## config.mk

```make
export PLATFORM = sky130hd
export DESIGN_NAME = bmp_rle_scanline_decoder_flat
export DESIGN_NICKNAME = d
export VERILOG_FILES = /design/src/hdl/bmp_rle_pkg.sv /design/src/hdl/bmp_rle_if.sv /design/src/hdl/bmp_rle_cfg_regs.sv /design/src/hdl/bmp_rle_alu.sv /design/src/hdl/bmp_rle_seq.sv /design/src/hdl/bmp_rle_scanline_decoder.sv /design/src/flat_wrapper.sv
export VERILOG_INCLUDE_DIRS = /design/src /design/src/hdl
export SDC_FILE = /design/constraint.sdc
export NUM_CORES = 1
export LEC_CHECK = 0
export BUFFER_PORTS_ARGS = -buffer_cell sky130_fd_sc_hd__buf_2
export CELL_PAD_IN_SITES_DETAIL_PLACEMENT = 0
export CELL_PAD_IN_SITES_GLOBAL_PLACEMENT = 1
export CORE_ASPECT_RATIO = 0.5
export CORE_MARGIN = 2
export CORE_UTILIZATION = 30
export CTS_BUF_LIST = sky130_fd_sc_hd__clkbuf_8
export DETAILED_ROUTE_END_ITERATION = 12
export PLACE_DENSITY_LB_ADDON = 0.1
export SLEW_MARGIN = 5
export SYNTH_ARGS = -nofsm -noshare
export SYNTH_HDL_FRONTEND = slang
export SYNTH_SLANG_ARGS = --single-unit
```

## constraint.sdc

```tcl
create_clock -name clk -period 6.7 [get_ports clk]
set_clock_uncertainty 0.05 [all_clocks]
set_input_delay 0.67 -clock clk [delete_from_list [all_inputs] [get_ports clk]]
set_output_delay 0.67 -clock clk [all_outputs]
set_load 0.01 [all_outputs]
```

## src/hdl/bmp_rle_scanline_decoder_macros.svh

```systemverilog
`ifndef BMP_RLE_SCANLINE_DECODER_MACROS_SVH
`define BMP_RLE_SCANLINE_DECODER_MACROS_SVH

// check cons in the same cycle as ante
`define BMP_RLE_ASSERT_IMP(label, clk, rst, ante, cons) \
  label: assert property (@(posedge clk) disable iff (rst) (ante) |-> (cons)) \
    else $error("bmp_rle: check failed");

// check cons in the cycle after ante
`define BMP_RLE_ASSERT_NXT(label, clk, rst, ante, cons) \
  label: assert property (@(posedge clk) disable iff (rst) (ante) |=> (cons)) \
    else $error("bmp_rle: check failed");

`endif

```

## src/hdl/bmp_rle_pkg.sv

```systemverilog
package bmp_rle_pkg;

  localparam int PIXELS_PER_RESULT_DEF = 8;
  localparam int MAX_PIXELS = 8;

  localparam int CFG_INDEX_W = 4;
  localparam int CFG_DATA_W = 16;

  localparam logic [CFG_INDEX_W-1:0] REG_METHOD = 4'd0;
  localparam logic [CFG_INDEX_W-1:0] REG_BUFFER_SIZE = 4'd1;

  localparam logic [1:0] METHOD_RLE8 = 2'd1;
  localparam logic [1:0] METHOD_RLE4 = 2'd2;

  localparam logic [1:0] METHOD_RESET = METHOD_RLE8;
  localparam logic [15:0] BUFFER_SIZE_RESET = 16'hFFFF;
  localparam logic [15:0] BUFFER_RESERVE = 16'd2;

  typedef enum logic [2:0] {
    ST_RUN = 3'd0,
    ST_EOL = 3'd1,
    ST_EOB = 3'd2,
    ST_BADMETHOD = 3'd3,
    ST_DELTA = 3'd4,
    ST_OVERFLOW = 3'd5,
    ST_TRUNC = 3'd6
  } status_t;

  localparam logic [7:0] ESC_EOL = 8'd0;
  localparam logic [7:0] ESC_EOB = 8'd1;
  localparam logic [7:0] ESC_DELTA = 8'd2;

  typedef struct packed {
    logic [1:0] method;
    logic [15:0] capacity;
  } cfg_t;

  typedef struct packed {
    logic [15:0] a;
    logic [7:0] b;
    logic [15:0] limit;
  } alu_req_t;

  typedef struct packed {
    logic [15:0] sum;
    logic over;
  } alu_rsp_t;

endpackage

```

## src/hdl/bmp_rle_if.sv

```systemverilog
interface bmp_rle_byte_if import bmp_rle_pkg::*; ();
  logic valid;
  logic ready;
  logic [7:0] data_byte;
  logic start_line;

  modport source(output valid, data_byte, start_line, input ready);
  modport sink(input valid, data_byte, start_line, output ready);
endinterface

interface bmp_rle_result_if import bmp_rle_pkg::*; ();
  logic valid;
  logic ready;
  logic [63:0] pixels;
  logic [3:0] pixel_count;
  logic [15:0] first_index;
  logic [2:0] status;
  logic last;

  modport source(output valid, pixels, pixel_count, first_index, status, last, input ready);
  modport sink(input valid, pixels, pixel_count, first_index, status, last, output ready);
endinterface

interface bmp_rle_cfg_if import bmp_rle_pkg::*; ();
  logic valid;
  logic ready;
  logic [CFG_INDEX_W-1:0] index;
  logic [CFG_DATA_W-1:0] data;

  modport source(output valid, index, data, input ready);
  modport sink(input valid, index, data, output ready);
endinterface

```

## src/hdl/bmp_rle_cfg_regs.sv

```systemverilog
module bmp_rle_cfg_regs import bmp_rle_pkg::*; (
  input logic clk,
  input logic rst,
  bmp_rle_cfg_if.sink cfg,
  output cfg_t cfg_s
);

  logic [1:0] method;
  logic [15:0] capacity;

  assign cfg.ready = 1'b1;
  assign cfg_s.method = method;
  assign cfg_s.capacity = capacity;

  always_ff @(posedge clk) begin
    if (rst) begin
      method <= METHOD_RESET;
      capacity <= BUFFER_SIZE_RESET - BUFFER_RESERVE;
    end else if (cfg.valid && cfg.ready) begin
      unique case (cfg.index)
        REG_METHOD: begin
          method <= cfg.data[1:0];
        end
        REG_BUFFER_SIZE: begin
          capacity <= (cfg.data >= BUFFER_RESERVE) ? cfg.data - BUFFER_RESERVE : 16'd0;
        end
        default: begin
        end
      endcase
    end
  end

endmodule

```

## src/hdl/bmp_rle_alu.sv

```systemverilog
module bmp_rle_alu import bmp_rle_pkg::*; (
  input alu_req_t req,
  output alu_rsp_t rsp
);

  logic [16:0] sum;

  assign sum = {1'b0, req.a} + {9'd0, req.b};
  assign rsp.sum = sum[15:0];
  assign rsp.over = sum > {1'b0, req.limit};

endmodule

```

## src/hdl/bmp_rle_seq.sv

```systemverilog
`include "bmp_rle_scanline_decoder_macros.svh"

module bmp_rle_seq import bmp_rle_pkg::*; #(
  parameter int PIXELS_PER_RESULT = PIXELS_PER_RESULT_DEF
) (
  input logic clk,
  input logic rst,
  bmp_rle_byte_if.sink byte_stream,
  bmp_rle_result_if.source result,
  input cfg_t cfg_s,
  output alu_req_t alu_req,
  input alu_rsp_t alu_rsp
);

  localparam int NW = $clog2(PIXELS_PER_RESULT + 1);
  localparam logic [7:0] GROUP_MAX = 8'(PIXELS_PER_RESULT);

  typedef enum logic [2:0] {
    S_IDLE,
    S_DECODE,
    S_CHECK,
    S_GROUP,
    S_ADVANCE,
    S_STATUS
  } state_t;

  typedef enum logic [1:0] {
    PH_COUNT,
    PH_VALUE,
    PH_LITERAL,
    PH_PAD
  } phase_t;

  state_t state;
  phase_t parse_phase;
  logic [7:0] held_count;
  logic [7:0] literal_left;
  logic pad_pending;
  logic [15:0] pixel_index;
  logic line_finished;

  logic [7:0] data_reg;
  status_t st_code;
  logic [7:0] run_left;
  logic [7:0] run_val;
  logic run_rle4;
  logic run_parity;
  logic [NW-1:0] adv_n;

  logic rv;
  logic [63:0] r_pixels;
  logic [3:0] r_count;
  logic [15:0] r_first;
  status_t r_status;
  logic r_last;

  logic slot_free;
  logic rle4;
  logic method_ok;
  logic [NW-1:0] grp_n;
  logic [63:0] grp_pix;
  logic [1:0] lit_n;
  logic [7:0] lit_rest;
  logic lit_pad;

  assign byte_stream.ready = (state == S_IDLE);
  assign slot_free = !rv || result.ready;
  assign rle4 = (cfg_s.method == METHOD_RLE4);
  assign method_ok = (cfg_s.method == METHOD_RLE8) || (cfg_s.method == METHOD_RLE4);

  assign result.valid = rv;
  assign result.pixels = r_pixels;
  assign result.pixel_count = r_count;
  assign result.first_index = r_first;
  assign result.status = r_status;
  assign result.last = r_last;

  always_comb begin
    alu_req.a = pixel_index;
    alu_req.limit = cfg_s.capacity;
    if (state == S_ADVANCE) begin
      alu_req.b = 8'(adv_n);
    end else begin
      alu_req.b = (held_count == 8'd0) ? data_reg : held_count;
    end
  end

  always_comb begin
    grp_n = (run_left > GROUP_MAX) ? NW'(PIXELS_PER_RESULT) : NW'(run_left);
    grp_pix = '0;
    for (int j = 0; j < MAX_PIXELS; j++) begin
      if (j < PIXELS_PER_RESULT && j < int'(grp_n)) begin
        if (!run_rle4) begin
          grp_pix[8*j +: 8] = run_val;
        end else if (run_parity ^ j[0]) begin
          grp_pix[8*j +: 8] = {4'd0, run_val[3:0]};
        end else begin
          grp_pix[8*j +: 8] = {4'd0, run_val[7:4]};
        end
      end
    end
  end

  always_comb begin
    if (literal_left == 8'd0) begin
      lit_n = 2'd0;
    end else if (rle4 && literal_left >= 8'd2) begin
      lit_n = 2'd2;
    end else begin
      lit_n = 2'd1;
    end
    lit_rest = literal_left - {6'd0, lit_n};
    lit_pad = rle4 ? ((data_reg[1:0] == 2'd1) || (data_reg[1:0] == 2'd2)) : data_reg[0];
  end

  always_ff @(posedge clk) begin
    if (rst) begin
      state <= S_IDLE;
      parse_phase <= PH_COUNT;
      held_count <= '0;
      literal_left <= '0;
      pad_pending <= 1'b0;
      pixel_index <= '0;
      line_finished <= 1'b0;
      rv <= 1'b0;
    end else begin
      if (rv && result.ready) begin
        rv <= 1'b0;
      end
      unique case (state)
        S_IDLE: begin
          if (byte_stream.valid) begin
            data_reg <= byte_stream.data_byte;
            if (byte_stream.start_line) begin
              parse_phase <= PH_COUNT;
              held_count <= '0;
              literal_left <= '0;
              pad_pending <= 1'b0;
              pixel_index <= '0;
              line_finished <= 1'b0;
            end
            state <= S_DECODE;
          end
        end
        S_DECODE: begin
          st_code <= ST_RUN;
          state <= S_STATUS;
          run_val <= data_reg;
          run_rle4 <= rle4;
          run_parity <= 1'b0;
          if (line_finished) begin
            st_code <= ST_RUN;
          end else if (!method_ok) begin
            st_code <= ST_BADMETHOD;
            line_finished <= 1'b1;
            parse_phase <= PH_COUNT;
            literal_left <= '0;
            pad_pending <= 1'b0;
          end else begin
            unique case (parse_phase)
              PH_COUNT: begin
                held_count <= data_reg;
                parse_phase <= PH_VALUE;
              end
              PH_VALUE: begin
                parse_phase <= PH_COUNT;
                if (held_count == 8'd0 && (data_reg == ESC_EOL || data_reg == ESC_EOB ||
                                           data_reg == ESC_DELTA)) begin
                  st_code <= (data_reg == ESC_EOL) ? ST_EOL :
                             (data_reg == ESC_EOB) ? ST_EOB : ST_DELTA;
                  line_finished <= 1'b1;
                  literal_left <= '0;
                  pad_pending <= 1'b0;
                end else begin
                  state <= S_CHECK;
                end
              end
              PH_LITERAL: begin
                literal_left <= lit_rest;
                if (lit_rest == 8'd0) begin
                  parse_phase <= pad_pending ? PH_PAD : PH_COUNT;
                end
                if (lit_n != 2'd0) begin
                  run_left <= {6'd0, lit_n};
                  state <= S_GROUP;
                end
              end
              PH_PAD: begin
                pad_pending <= 1'b0;
                parse_phase <= PH_COUNT;
              end
              default: begin
              end
            endcase
          end
        end
        S_CHECK: begin
          if (alu_rsp.over) begin
            st_code <= (held_count == 8'd0 || rle4) ? ST_OVERFLOW : ST_TRUNC;
            line_finished <= 1'b1;
            parse_phase <= PH_COUNT;
            literal_left <= '0;
            pad_pending <= 1'b0;
            state <= S_STATUS;
          end else if (held_count == 8'd0) begin
            literal_left <= data_reg;
            pad_pending <= lit_pad;
            parse_phase <= PH_LITERAL;
            st_code <= ST_RUN;
            state <= S_STATUS;
          end else begin
            run_left <= held_count;
            state <= S_GROUP;
          end
        end
        S_GROUP: begin
          if (slot_free) begin
            rv <= 1'b1;
            r_pixels <= grp_pix;
            r_count <= 4'(grp_n);
            r_first <= pixel_index;
            r_status <= ST_RUN;
            r_last <= (run_left == 8'(grp_n));
            adv_n <= grp_n;
            run_left <= run_left - 8'(grp_n);
            run_parity <= run_parity ^ grp_n[0];
            state <= S_ADVANCE;
          end
        end
        S_ADVANCE: begin
          pixel_index <= alu_rsp.sum;
          state <= (run_left == 8'd0) ? S_IDLE : S_GROUP;
        end
        S_STATUS: begin
          if (slot_free) begin
            rv <= 1'b1;
            r_pixels <= '0;
            r_count <= 4'd0;
            r_first <= pixel_index;
            r_status <= st_code;
            r_last <= 1'b1;
            state <= S_IDLE;
          end
        end
        default: begin
          state <= S_IDLE;
        end
      endcase
    end
  end

  `BMP_RLE_ASSERT_NXT(a_busy_after_accept, clk, rst,
    byte_stream.valid && byte_stream.ready, !byte_stream.ready)
  `BMP_RLE_ASSERT_IMP(a_pixels_only_running, clk, rst,
    result.valid && result.pixel_count != 4'd0, result.status == ST_RUN)
  `BMP_RLE_ASSERT_IMP(a_group_bound, clk, rst,
    result.valid, result.pixel_count <= 4'(PIXELS_PER_RESULT))
  `BMP_RLE_ASSERT_IMP(a_more_groups_pending, clk, rst,
    result.valid && result.ready && !result.last, state != S_IDLE)

endmodule

```

## src/hdl/bmp_rle_scanline_decoder.sv

```systemverilog
// channel      role    moves
// byte_stream  sink    one compressed byte and its start_line flag
// result       source  up to PIXELS_PER_RESULT pixels with index, status, last
// cfg          sink    register write: index 0 method, index 1 buffer_size
//
// A byte that makes no pixels passes decode and status; one that opens a literal or
// fails the capacity check passes decode, check and status. An encoded run passes
// decode and check, then group and advance per pixel group, a literal byte decode,
// group and advance. The shared adder and compare unit serves the capacity check
// and every pixel index advance. Reset is synchronous; cfg is always ready. A
// stalled result holds the sequencer, byte_stream.ready is high only between bytes.
module bmp_rle_scanline_decoder import bmp_rle_pkg::*; #(
  parameter int PIXELS_PER_RESULT = PIXELS_PER_RESULT_DEF
) (
  input logic clk,
  input logic rst,
  bmp_rle_byte_if.sink byte_stream,
  bmp_rle_result_if.source result,
  bmp_rle_cfg_if.sink cfg
);

  cfg_t cfg_s;
  alu_req_t alu_req;
  alu_rsp_t alu_rsp;

  bmp_rle_cfg_regs u_cfg (
    .clk(clk),
    .rst(rst),
    .cfg(cfg),
    .cfg_s(cfg_s)
  );

  bmp_rle_alu u_alu (
    .req(alu_req),
    .rsp(alu_rsp)
  );

  bmp_rle_seq #(
    .PIXELS_PER_RESULT(PIXELS_PER_RESULT)
  ) u_seq (
    .clk(clk),
    .rst(rst),
    .byte_stream(byte_stream),
    .result(result),
    .cfg_s(cfg_s),
    .alu_req(alu_req),
    .alu_rsp(alu_rsp)
  );

endmodule
```

## src/flat_wrapper.sv

```systemverilog
// flat-port wrapper written by rule: the top's interface ports become plain ports
module bmp_rle_scanline_decoder_flat import bmp_rle_pkg::*;
#(
  parameter int PIXELS_PER_RESULT = PIXELS_PER_RESULT_DEF
)
  (clk, rst, byte_stream_valid, byte_stream_data_byte, byte_stream_start_line, byte_stream_ready, result_valid, result_pixels, result_pixel_count, result_first_index, result_status, result_last, result_ready, cfg_valid, cfg_index, cfg_data, cfg_ready);
  bmp_rle_byte_if byte_stream_i ();
  bmp_rle_result_if result_i ();
  bmp_rle_cfg_if cfg_i ();
  input logic clk;
  input logic rst;
  input wire logic [$bits(byte_stream_i.valid)-1:0] byte_stream_valid;
  input wire logic [$bits(byte_stream_i.data_byte)-1:0] byte_stream_data_byte;
  input wire logic [$bits(byte_stream_i.start_line)-1:0] byte_stream_start_line;
  output wire logic [$bits(byte_stream_i.ready)-1:0] byte_stream_ready;
  output wire logic [$bits(result_i.valid)-1:0] result_valid;
  output wire logic [$bits(result_i.pixels)-1:0] result_pixels;
  output wire logic [$bits(result_i.pixel_count)-1:0] result_pixel_count;
  output wire logic [$bits(result_i.first_index)-1:0] result_first_index;
  output wire logic [$bits(result_i.status)-1:0] result_status;
  output wire logic [$bits(result_i.last)-1:0] result_last;
  input wire logic [$bits(result_i.ready)-1:0] result_ready;
  input wire logic [$bits(cfg_i.valid)-1:0] cfg_valid;
  input wire logic [$bits(cfg_i.index)-1:0] cfg_index;
  input wire logic [$bits(cfg_i.data)-1:0] cfg_data;
  output wire logic [$bits(cfg_i.ready)-1:0] cfg_ready;
  assign byte_stream_i.valid = byte_stream_valid;
  assign byte_stream_i.data_byte = byte_stream_data_byte;
  assign byte_stream_i.start_line = byte_stream_start_line;
  assign byte_stream_ready = byte_stream_i.ready;
  assign result_valid = result_i.valid;
  assign result_pixels = result_i.pixels;
  assign result_pixel_count = result_i.pixel_count;
  assign result_first_index = result_i.first_index;
  assign result_status = result_i.status;
  assign result_last = result_i.last;
  assign result_i.ready = result_ready;
  assign cfg_i.valid = cfg_valid;
  assign cfg_i.index = cfg_index;
  assign cfg_i.data = cfg_data;
  assign cfg_ready = cfg_i.ready;
  bmp_rle_scanline_decoder #(.PIXELS_PER_RESULT(PIXELS_PER_RESULT)) u_core (.clk(clk), .rst(rst), .byte_stream(byte_stream_i), .result(result_i), .cfg(cfg_i));
endmodule
```

==> results_dict.tcl, run 1 <==
set metrics [dict create \
    dp.cells 1326 \
    grt-ovfl-total 0 \
    required_ns 6.87 \
    synthFlopType "edfxtp_1" \
    drc 0 \
    synth_cell_type_count 74 \
    place_congestion 0.802 \
    status "finished, final reports clean" \
    synth.largest_area_cell "edfxtp_1" \
    layout.cells.non_filler 1358 \
    drive_gt1_share_pct 19.3 \
    rows 44 \
    fin_setup_tns_ns 0 \
    min_to "u_core.u_seq.data_reg[3]" \
    synth.most_common_cell "edfxtp_1" \
    hp-start "byte_stream_data_byte[3]" \
    cts_root_buffer "clkbuf_8" \
    synth_edf_count 121 \
    synth.area.top_cells "edfxtp_1 (41%), dfxtp_1 (13%), ha_1 (5.1%)" \
    arrival_ns 5.96 \
    ys_seq_area_share_pct 54.1 \
    wl_um 25100 \
    pwr-share-comb_pct 32.3 \
    cts.sink_count 179 \
    max-cap-violations 0 \
    final-hold-violation-count 0 \
    antenna_found_initial 0 \
    largest_reg_flops 64 \
    rr_worst_depth 19 \
    cts_buffer_depth 2 \
    vias 6655 \
    avgViaCountPerCell 4.90 \
    place_ws_ns 0.941 \
    start_kind "flop" \
    switching_power_mw 1.21 \
    synthArstFlopShare_pct 0 \
    r2r-end "u_core.u_seq.run_left[4]" \
    p_int_mw 2.03 \
    p_total_mw 3.24 \
    post_cts_buffers 0 \
    synth-seq-cells 179 \
    avgRoutedWirePerCell_um 18.5 \
    pin_count 125 \
    clkLatencyLatePin_ns 0.50 \
    crit_fanout 10 \
    crit_path_start "u_core.u_seq.held_count[7]" \
    num_antenna_cells 0 \
    core-area_um2 29000 \
    seqPwrFrac_pct 42.9 \
    numPortBuffers 123 \
    dpl.hpwl_um 18500 \
    hp-class "in2reg" \
    cts_buffers 17 \
    synth_area_per_cell_um2 10.5 \
    drv_slew 0 \
    cp-end-kind "flop" \
    cts_hold_buffers 0 \
    setup_viol 0 \
    synth_warnings 0 \
    min_period_over_period_pct 86.4 \
    ctsResizeCount 0 \
    h-tree-depth 4 \
    leakage_nw 4.04 \
    ir_worst_vdd_uv 146 \
    powerDensity_nw_per_um2 315 \
    rsz0062_at_grt "no" \
    ant_nets 0 \
    cts_tree "done" \
    drt-initial-drc-count 484 \
    synth_top_area_share_pct 41.0 \
    initial_core_util_pct 30.6 \
    max_freq_mhz 173 \
    slew-limit-headroom_pct 20.4 \
    worst_slew_pin_slew_ns 1.19 \
    netlist_top_cells_count "edfxtp_1 (121), nor2_1 (112), nand2_1 (61)" \
    power_switching_share_pct 37.3 \
    critPathKind "reg2reg" \
    first_pass_iters 4 \
    post-route-util_pct 35.5 \
    grt_pass1_vias 6533 \
    nets 1026 \
    p_clk_share_pct 24.9 \
    area_delta_synth_final_pct 16.0 \
    r2r_slack_ns 0.91 \
    path_clk_slew_ns 0.10 \
    syn-cell-area_um2 8870 \
    hold_path_depth 1 \
    die_w_um 247 \
    synthCells 844 \
    gr-usage-all-layers_pct 16.6 \
    period_minus_slack_ns 5.79 \
    die_h_um 126 \
    grt_pass1_wl_um 38700 \
    fin_ws_ns 0.910 \
    reg2reg_from "u_core.u_seq.held_count[7]" \
    grt_start_max_net_pins 73 \
    die-area_um2 31000 \
]
[how the worst max path moves through the flow]
| stage | endpoint | slack, ns | depth (start not counted) |
|---|---|---|---|
| after CTS | u_core.u_seq.run_left[5] | 0.90 | 19 |
| after detailed placement | u_core.u_seq.run_left[7] | 0.94 | 19 |
| after floorplan | u_core.u_seq.run_left[0] | 1.28 | 19 |
| final | u_core.u_seq.run_left[4] | 0.91 | 19 |
| after global routing | u_core.u_seq.literal_left[5] | 0.37 | 18 |
| after global placement | u_core.u_seq.run_left[7] | 1.04 | 19 |
[worst max-delay path: stages (launching register included)]
cell and delay [ns]:
dfxtp_1 0.36, nor4_1 0.52, and2_1 0.47, a21oi_1 0.16, o21ai_0 0.34, ha_1 0.29
a21o_1 0.15, a21oi_1 0.25, o21ai_0 0.16, a31oi_1 0.28, xnor2_1 0.20, ha_1 0.29
nand4_1 0.14, nor3_1 0.07, a2111o_1 0.40, a2111o_1 0.39, a32o_1 0.36, o21ai_2 0.20
nor4b_2 0.22, buf_4 0.21
[per-layer routing]
metal | vias to the layer above | GRT usage (%) | routed length [um]
li1 | 3295 | - | -
met2 | 149 | 24.6 | 10800
met5 | - | 0 | 0
met4 | 0 | 3.90 | 246
met3 | 12 | 3.52 | 1100
met1 | 3199 | 24.4 | 13000
[cell usage in the layout (no fill, tap or decap), drive strengths merged, types with 13 or more instances in the layout]
master / netlist / final
xor2: 18 / 18
ha: 36 / 36
inv: 43 / 50
a21oi: 55 / 55
o21ai: 29 / 29
edfxtp: 121 / 121
nand2b: 14 / 14
xnor2: 18 / 18
a221o: 13 / 13
nor3: 32 / 32
nand2: 61 / 61
nor2: 114 / 114
buf: 19 / 131
nand3: 23 / 23
dfxtp: 58 / 58
clkbuf: 22 / 17
[power groups by stage]
stage / clock network, mW / logic [mW] / registers, mW
3_3_place_gp: 0 / 1.05 / 1.42
6_report: 0.806 / 1.05 / 1.39
4_1_cts: 0.830 / 1.06 / 1.39
5_1_grt: 0.874 / 1.17 / 1.41
2_1_floorplan: 0 / 0.775 / 1.39
3_5_place_dp: 0 / 1.06 / 1.41
[logic make-up after synthesis]
group / after synthesis / synth area share [%]
mux: 11 / 1.24
compound gates: 184 / 14.4
buf+inv: 85 / 4.08
other cells: 1 / 0.0423
xor+xnor: 36 / 3.56
fa+ha+maj: 38 / 5.53
flops: 179 / 54.1
simple gates: 310 / 17.1
[through the flow]
step | area (um2) | hold WS, ns
5_1_grt | 10300 | 0.260
6_report | 10300 | 0.298
3_5_place_dp | 9860 | 0.410
3_3_place_gp | 9860 | 0.407
2_1_floorplan | 8870 | 0.353
4_1_cts | 10300 | 0.260
[cell type report]
| type | count | area [um2] |
|---|---|---|
| clock inverter | 15 | 194 |
| timing repair buffer | 131 | 676 |
| sequential | 179 | 4790 |
| fill | 2912 | 18700 |
| multi-input combinational | 581 | 3740 |
| clock buffer | 17 | 234 |
| tap | 391 | 489 |
| inverter | 44 | 165 |
Power figures use the tool's default switching activity.
==> inputs of run 2 (changes only) <==
PLACE_DENSITY = 0.65   (was unset)
PLACE_DENSITY_LB_ADDON = unset   (was 0.1)
==> run 2 against run 1 <==
Against the previous run: wire length is 7.1% lower; combinational power about the same; first-iteration DRC count fell by 5.6%; power is 3.6% lower; via count increased by 0.74%; global-route usage is 1.5 points lower; design area decreased by 0.46%; die area unchanged; hold slack gained 0.027 ns; sequential cell count unchanged; register-to-register slack got worse by 0.16 ns; clock power decreased by 14%.
==> results_dict.tcl, run 2 (synthesis gave the netlist of run 1 again) <==
set metrics [dict create \
    dpl.hpwl_um 17200 \
    avgRoutedWirePerCell_um 17.2 \
    drc 0 \
    drive_gt1_share_pct 19.1 \
    p_clk_share_pct 22.3 \
    cts_buffer_depth 2 \
    pin_count 125 \
    setup_viol 0 \
    cts_buffers 17 \
    cp-end-kind "flop" \
    ant_nets 0 \
    drt-initial-drc-count 457 \
    ir_worst_vdd_uv 124 \
    initial_core_util_pct 30.6 \
    grt_start_max_net_pins 73 \
    cts_tree "done" \
    avgViaCountPerCell 4.93 \
    cts_hold_buffers 0 \
    critPathKind "reg2reg" \
    vias 6704 \
    die-area_um2 31000 \
    core-area_um2 29000 \
    layout_commonest_cell "buf_2" \
    leakage_nw 4.02 \
    crit_family "compound AO/OA/AOI/OAI gates" \
    max_freq_mhz 168 \
    p_total_mw 3.13 \
    grt-ovfl-total 0 \
    arrival_ns 6.30 \
    num_antenna_cells 0 \
    hp-class "in2reg" \
    start_kind "flop" \
    cts.sink_count 179 \
    antenna_found_initial 0 \
    largest_reg_flops 64 \
    slew-limit-headroom_pct 30.0 \
    post_cts_buffers 0 \
    place_congestion 0.835 \
    powerDensity_nw_per_um2 305 \
    grt_pass1_vias 6460 \
    period_minus_slack_ns 5.95 \
    path_clk_slew_ns 0.10 \
    layout.cells.non_filler 1359 \
    fin_setup_tns_ns 0 \
    p_int_mw 1.95 \
    clkLatencyLatePin_ns 0.47 \
    rows 44 \
    first_pass_iters 5 \
    rsz0062_at_grt "no" \
    required_ns 7.04 \
    crit_fanout 13 \
    ctsResizeCount 0 \
    final-hold-violation-count 0 \
    status "finished, final reports clean" \
    drv_slew 0 \
    max-cap-violations 0 \
    cts_root_buffer "clkbuf_8" \
    nets 1027 \
    dp.cells 1327 \
    grt_pass1_wl_um 35900 \
    hold_ws_ns 0.324 \
    seqPwrFrac_pct 44.5 \
    cp_num_buf_inv 0 \
    power_switching_share_pct 37.6 \
    h-tree-depth 4 \
    min_period_over_period_pct 88.9 \
    wl_um 23300 \
    area_delta_synth_final_pct 15.5 \
    crit_path_top_delay_cell "a2111oi_0" \
    max_stage_delay_ns 0.62 \
    final_cell_mix "buf_2 (123), edfxtp_1 (121), nor2_1 (112), nand2_1 (61), dfxtp_1 (58)" \
    worstPathCellList "nor4_1, and2_1, a21oi_1, o21ai_0, ha_1, a21o_1, a21oi_1, o21ai_0, a31oi_1, xnor2_1, ha_1, nand4_1, nor3_1, a2111o_1, a2111oi_0, o211ai_1, and2_4, a311oi_2" \
    numPortBuffers 123 \
    die_h_um 126 \
    gr-usage-all-layers_pct 15.1 \
    worst_slew_pin_slew_ns 1.05 \
    pwr-share-comb_pct 33.2 \
    switching_power_mw 1.18 \
    die_w_um 247 \
]
## run 2: cell count changes in the layout (fill, tap and decap cells not counted), sizes merged
| cell | delta |
|---|---|
| bufinv | -2 |
| clkinvlp | +1 |
| inv | +1 |
| buf | +1 |
## run 2: through the flow
step / utilization [%] / instance area, um2 / setup slack, ns
after floorplan: - / 8870 / 1.28
after global placement: 34.0 / 9880 / 0.901
after detailed placement: 34.0 / 9880 / 0.658
after CTS: 35.3 / 10200 / 0.609
after global routing: 35.3 / 10200 / 0.182
final: 35.3 / 10200 / 0.745
## run 2: power by group through the flow
| stage | clock network [mW] | logic (mW) | registers [mW] |
|---|---|---|---|
| 6_report | 0.696 | 1.04 | 1.39 |
| 5_1_grt | 0.758 | 1.17 | 1.40 |
| 4_1_cts | 0.717 | 1.04 | 1.39 |
| 3_5_place_dp | 0 | 1.03 | 1.41 |
| 3_3_place_gp | 0 | 1.02 | 1.41 |
| 2_1_floorplan | 0 | 0.775 | 1.39 |
## run 2: cell type report
class                   count  area, um2
repair buffers            132        683
multi-input cells         581       3750
well taps                 391        489
flip-flops and latches    179       4790
clock inverters            15        125
fillers                  2949      18800
clock buffers              17        234
inverters                  44        165
## run 2: worst paths after layout
check	startpoint	to	slack, ns	cells past startpoint
worst min-delay path	byte_stream_data_byte[3]	u_core.u_seq.data_reg[3]	0.32	1
worst max-delay path	u_core.u_seq.held_count[7]	u_core.u_seq.literal_left[5]	0.75	18
worst min register to register	u_core.u_cfg.capacity[8]	u_core.u_cfg.capacity[8]	0.42	1
worst max register to register	u_core.u_seq.held_count[7]	u_core.u_seq.literal_left[5]	0.75	18
## run 2: metal layers
| metal | track usage (%) | part of all wire [%] | vias up |
|---|---|---|---|
| li1 | - | - | 3293 |
| met1 | 21.0 | 48 | 3212 |
| met2 | 22.8 | 44 | 172 |
| met5 | 0 | 0 | - |
| met4 | 5.24 | 2.5 | 0 |
| met3 | 3.52 | 5.6 | 27 |
==> inputs of run 3 (changes only) <==
ABC_AREA = 1   (was unset)
PLACE_DENSITY = 0.67   (was 0.65)
SYNTH_HIERARCHICAL = 1   (was unset)
==> run 3 against run 2 <==
Against the previous run: cell count is 17% higher; power is 2.1% higher; wire length is 1.8% higher; synthesized area is 4.9% higher.
==> results_dict.tcl, run 3 <==
set metrics [dict create \
    numPortBuffers 123 \
    max-cap-violations 0 \
    cts_buffer_depth 2 \
    ant_nets 0 \
    h-tree-depth 4 \
    synth_warnings 6 \
    cts.sink_count 179 \
    antenna_found_initial 0 \
    place_congestion 0.892 \
    drive_gt1_share_pct 17.8 \
    synth.largest_area_cell "edfxtp_1" \
    avgRoutedWirePerCell_um 15.0 \
    status "finished, final reports clean" \
    max_stage_delay_ns 0.69 \
    largest_reg_flops 64 \
    setup_viol 0 \
    layout_commonest_cell "nand2_1" \
    crit_family "simple AND/OR/NAND/NOR gates" \
    slew-limit-headroom_pct 29.5 \
    cts_tree "done" \
    cts_root_buffer "clkbuf_8" \
    grt_pass1_vias 6961 \
    max_freq_mhz 178 \
    cts_hold_buffers 0 \
    post_cts_buffers 0 \
    hp-class "in2reg" \
    crit_path_top_delay_cell "a21oi_1" \
    synth-seq-cells 179 \
    critPathKind "reg2reg" \
    synthArstFlopShare_pct 0 \
    p_total_mw 3.19 \
    initial_core_util_pct 30.6 \
    drt-initial-drc-count 475 \
    synth_area_per_cell_um2 8.77 \
    final_cell_mix "nand2_1 (244), nor2_1 (141), inv_1 (139), buf_2 (123), edfxtp_1 (121)" \
    start_kind "flop" \
    arrival_ns 5.71 \
    die_w_um 253 \
    area_delta_synth_final_pct 14.0 \
    drv_slew 0 \
    first_pass_iters 5 \
    fillCellCount 3164 \
    die-area_um2 32500 \
    p_int_mw 1.94 \
    switching_power_mw 1.25 \
    num_antenna_cells 0 \
    avgViaCountPerCell 4.56 \
    core-area_um2 30400 \
    nets 1247 \
    path_clk_slew_ns 0.10 \
    crit_fanout 26 \
    cp_num_buf_inv 3 \
    synth_top_area_share_pct 39.1 \
    fin_setup_tns_ns 0 \
    synthCells 1061 \
    synth.area.top_cells "edfxtp_1 (39%), dfxtp_1 (12%), nand2_1 (9.8%)" \
    dpl.hpwl_um 17900 \
    grt_pass1_wl_um 37500 \
    required_ns 6.77 \
    gr-usage-all-layers_pct 15.1 \
    cpMostUsedCell "nand2_1" \
    rows 45 \
    power_switching_share_pct 39.1 \
    pin_count 125 \
    grt_start_max_net_pins 73 \
    ctsResizeCount 0 \
    cp-end-kind "flop" \
    drc 0 \
    vias 7235 \
    period_minus_slack_ns 5.63 \
    synth.most_common_cell "nand2_1" \
    synth_cell_type_count 51 \
    synthFlopType "edfxtp_1" \
    powerDensity_nw_per_um2 301 \
    final-hold-violation-count 0 \
    clkLatencyLatePin_ns 0.49 \
    ir_worst_vdd_uv 112 \
    worst_slew_pin_slew_ns 1.05 \
    grt-ovfl-total 0 \
    multi_input_area_um2 3760 \
    synth_edf_count 121 \
    pwr-share-comb_pct 34.2 \
    cts_buffers 17 \
    seqPwrFrac_pct 43.5 \
    ys_seq_area_share_pct 51.6 \
    rsz0062_at_grt "no" \
    syn-num-nets 1133 \
    netlist_top_cells_count "nand2_1 (244), nor2_1 (141), inv_1 (136)" \
    min_period_over_period_pct 84.1 \
    die_h_um 129 \
    syn-cell-area_um2 9300 \
    wl_um 23700 \
    final-seq-area_um2 4790 \
    leakage_nw 4.63 \
    p_clk_share_pct 22.4 \
]
-- run 3: changes by cell type in the layout (fill, tap and decap cells not counted), sizes merged, moves of 16 or more --
cell / change
a21oi: +16
inv: +103
nor2: +47
nand3: +32
nand2: +191
nor3: -16
o21ai: +16
-- run 3: layout make-up --
class | instances | area share, %
Timing Repair Buffer | 126 | 6.02
Clock inverter | 15 | 1.26
Tap cell | 399 | 4.71
Inverter | 146 | 5.17
Sequential cell | 179 | 45.2
Multi-Input combinational cell | 705 | 35.4
Clock buffer | 17 | 2.21
-- run 3: kinds of logic (layout without fill, tap and decap cells) --
| logic type | Yosys count | after routing | share of synthesized area (%) |
|---|---|---|---|
| compound gates | 141 | 141 | 8.91 |
| other cells | 2 | 2 | 0.0808 |
| fa+ha+maj | 38 | 38 | 5.27 |
| xor+xnor | 19 | 19 | 1.79 |
| simple gates | 505 | 505 | 24.2 |
| flops | 179 | 179 | 51.6 |
| buf+inv | 177 | 304 | 8.15 |
-- run 3: routing by layer --
| layer | track usage [%] | vias to the layer above | part of all wire, % |
|---|---|---|---|
| met5 | 0 | - | 0 |
| met2 | 24.1 | 151 | 44 |
| met1 | 20.4 | 3362 | 50 |
| met4 | 4.39 | 0 | 1.4 |
| li1 | - | 3699 | - |
| met3 | 3.84 | 23 | 4.5 |
-- run 3: through the flow --
step / util [%] / cell area (um2) / instances / hold WS (ns) / setup WS, ns
2_1_floorplan: - / 9300 / 1061 / 0.377 / 0.0617
3_3_place_gp: 33.7 / 10200 / 1555 / 0.393 / 1.20
3_5_place_dp: 33.7 / 10200 / 1555 / 0.404 / 1.08
4_1_cts: 34.9 / 10600 / 1587 / 0.258 / 1.08
5_1_grt: 34.9 / 10600 / 1587 / 0.242 / 0.346
6_report: 34.9 / 10600 / 1587 / 0.299 / 1.07
-- run 3: final timing paths --
path                       startpoint                       end  slack, ns  cells past startpoint
max             u_core/u_seq/state[1]  u_core/u_seq/run_left[4]       1.07                     29
min          byte_stream_data_byte[5]  u_core/u_seq/data_reg[5]       0.30                      1
max reg2reg     u_core/u_seq/state[1]  u_core/u_seq/run_left[4]       1.07                     29
min reg2reg    u_core/u_cfg/method[1]    u_core/u_cfg/method[1]       0.41                      2
-- run 3: power groups by stage --
stage | Combinational, mW | Clock [mW] | Sequential, mW
global placement | 1.08 | 0 | 1.41
CTS | 1.09 | 0.742 | 1.39
floorplan | 0.777 | 0 | 1.41
detailed placement | 1.08 | 0 | 1.41
finish | 1.09 | 0.714 | 1.39
global route | 1.24 | 0.793 | 1.40
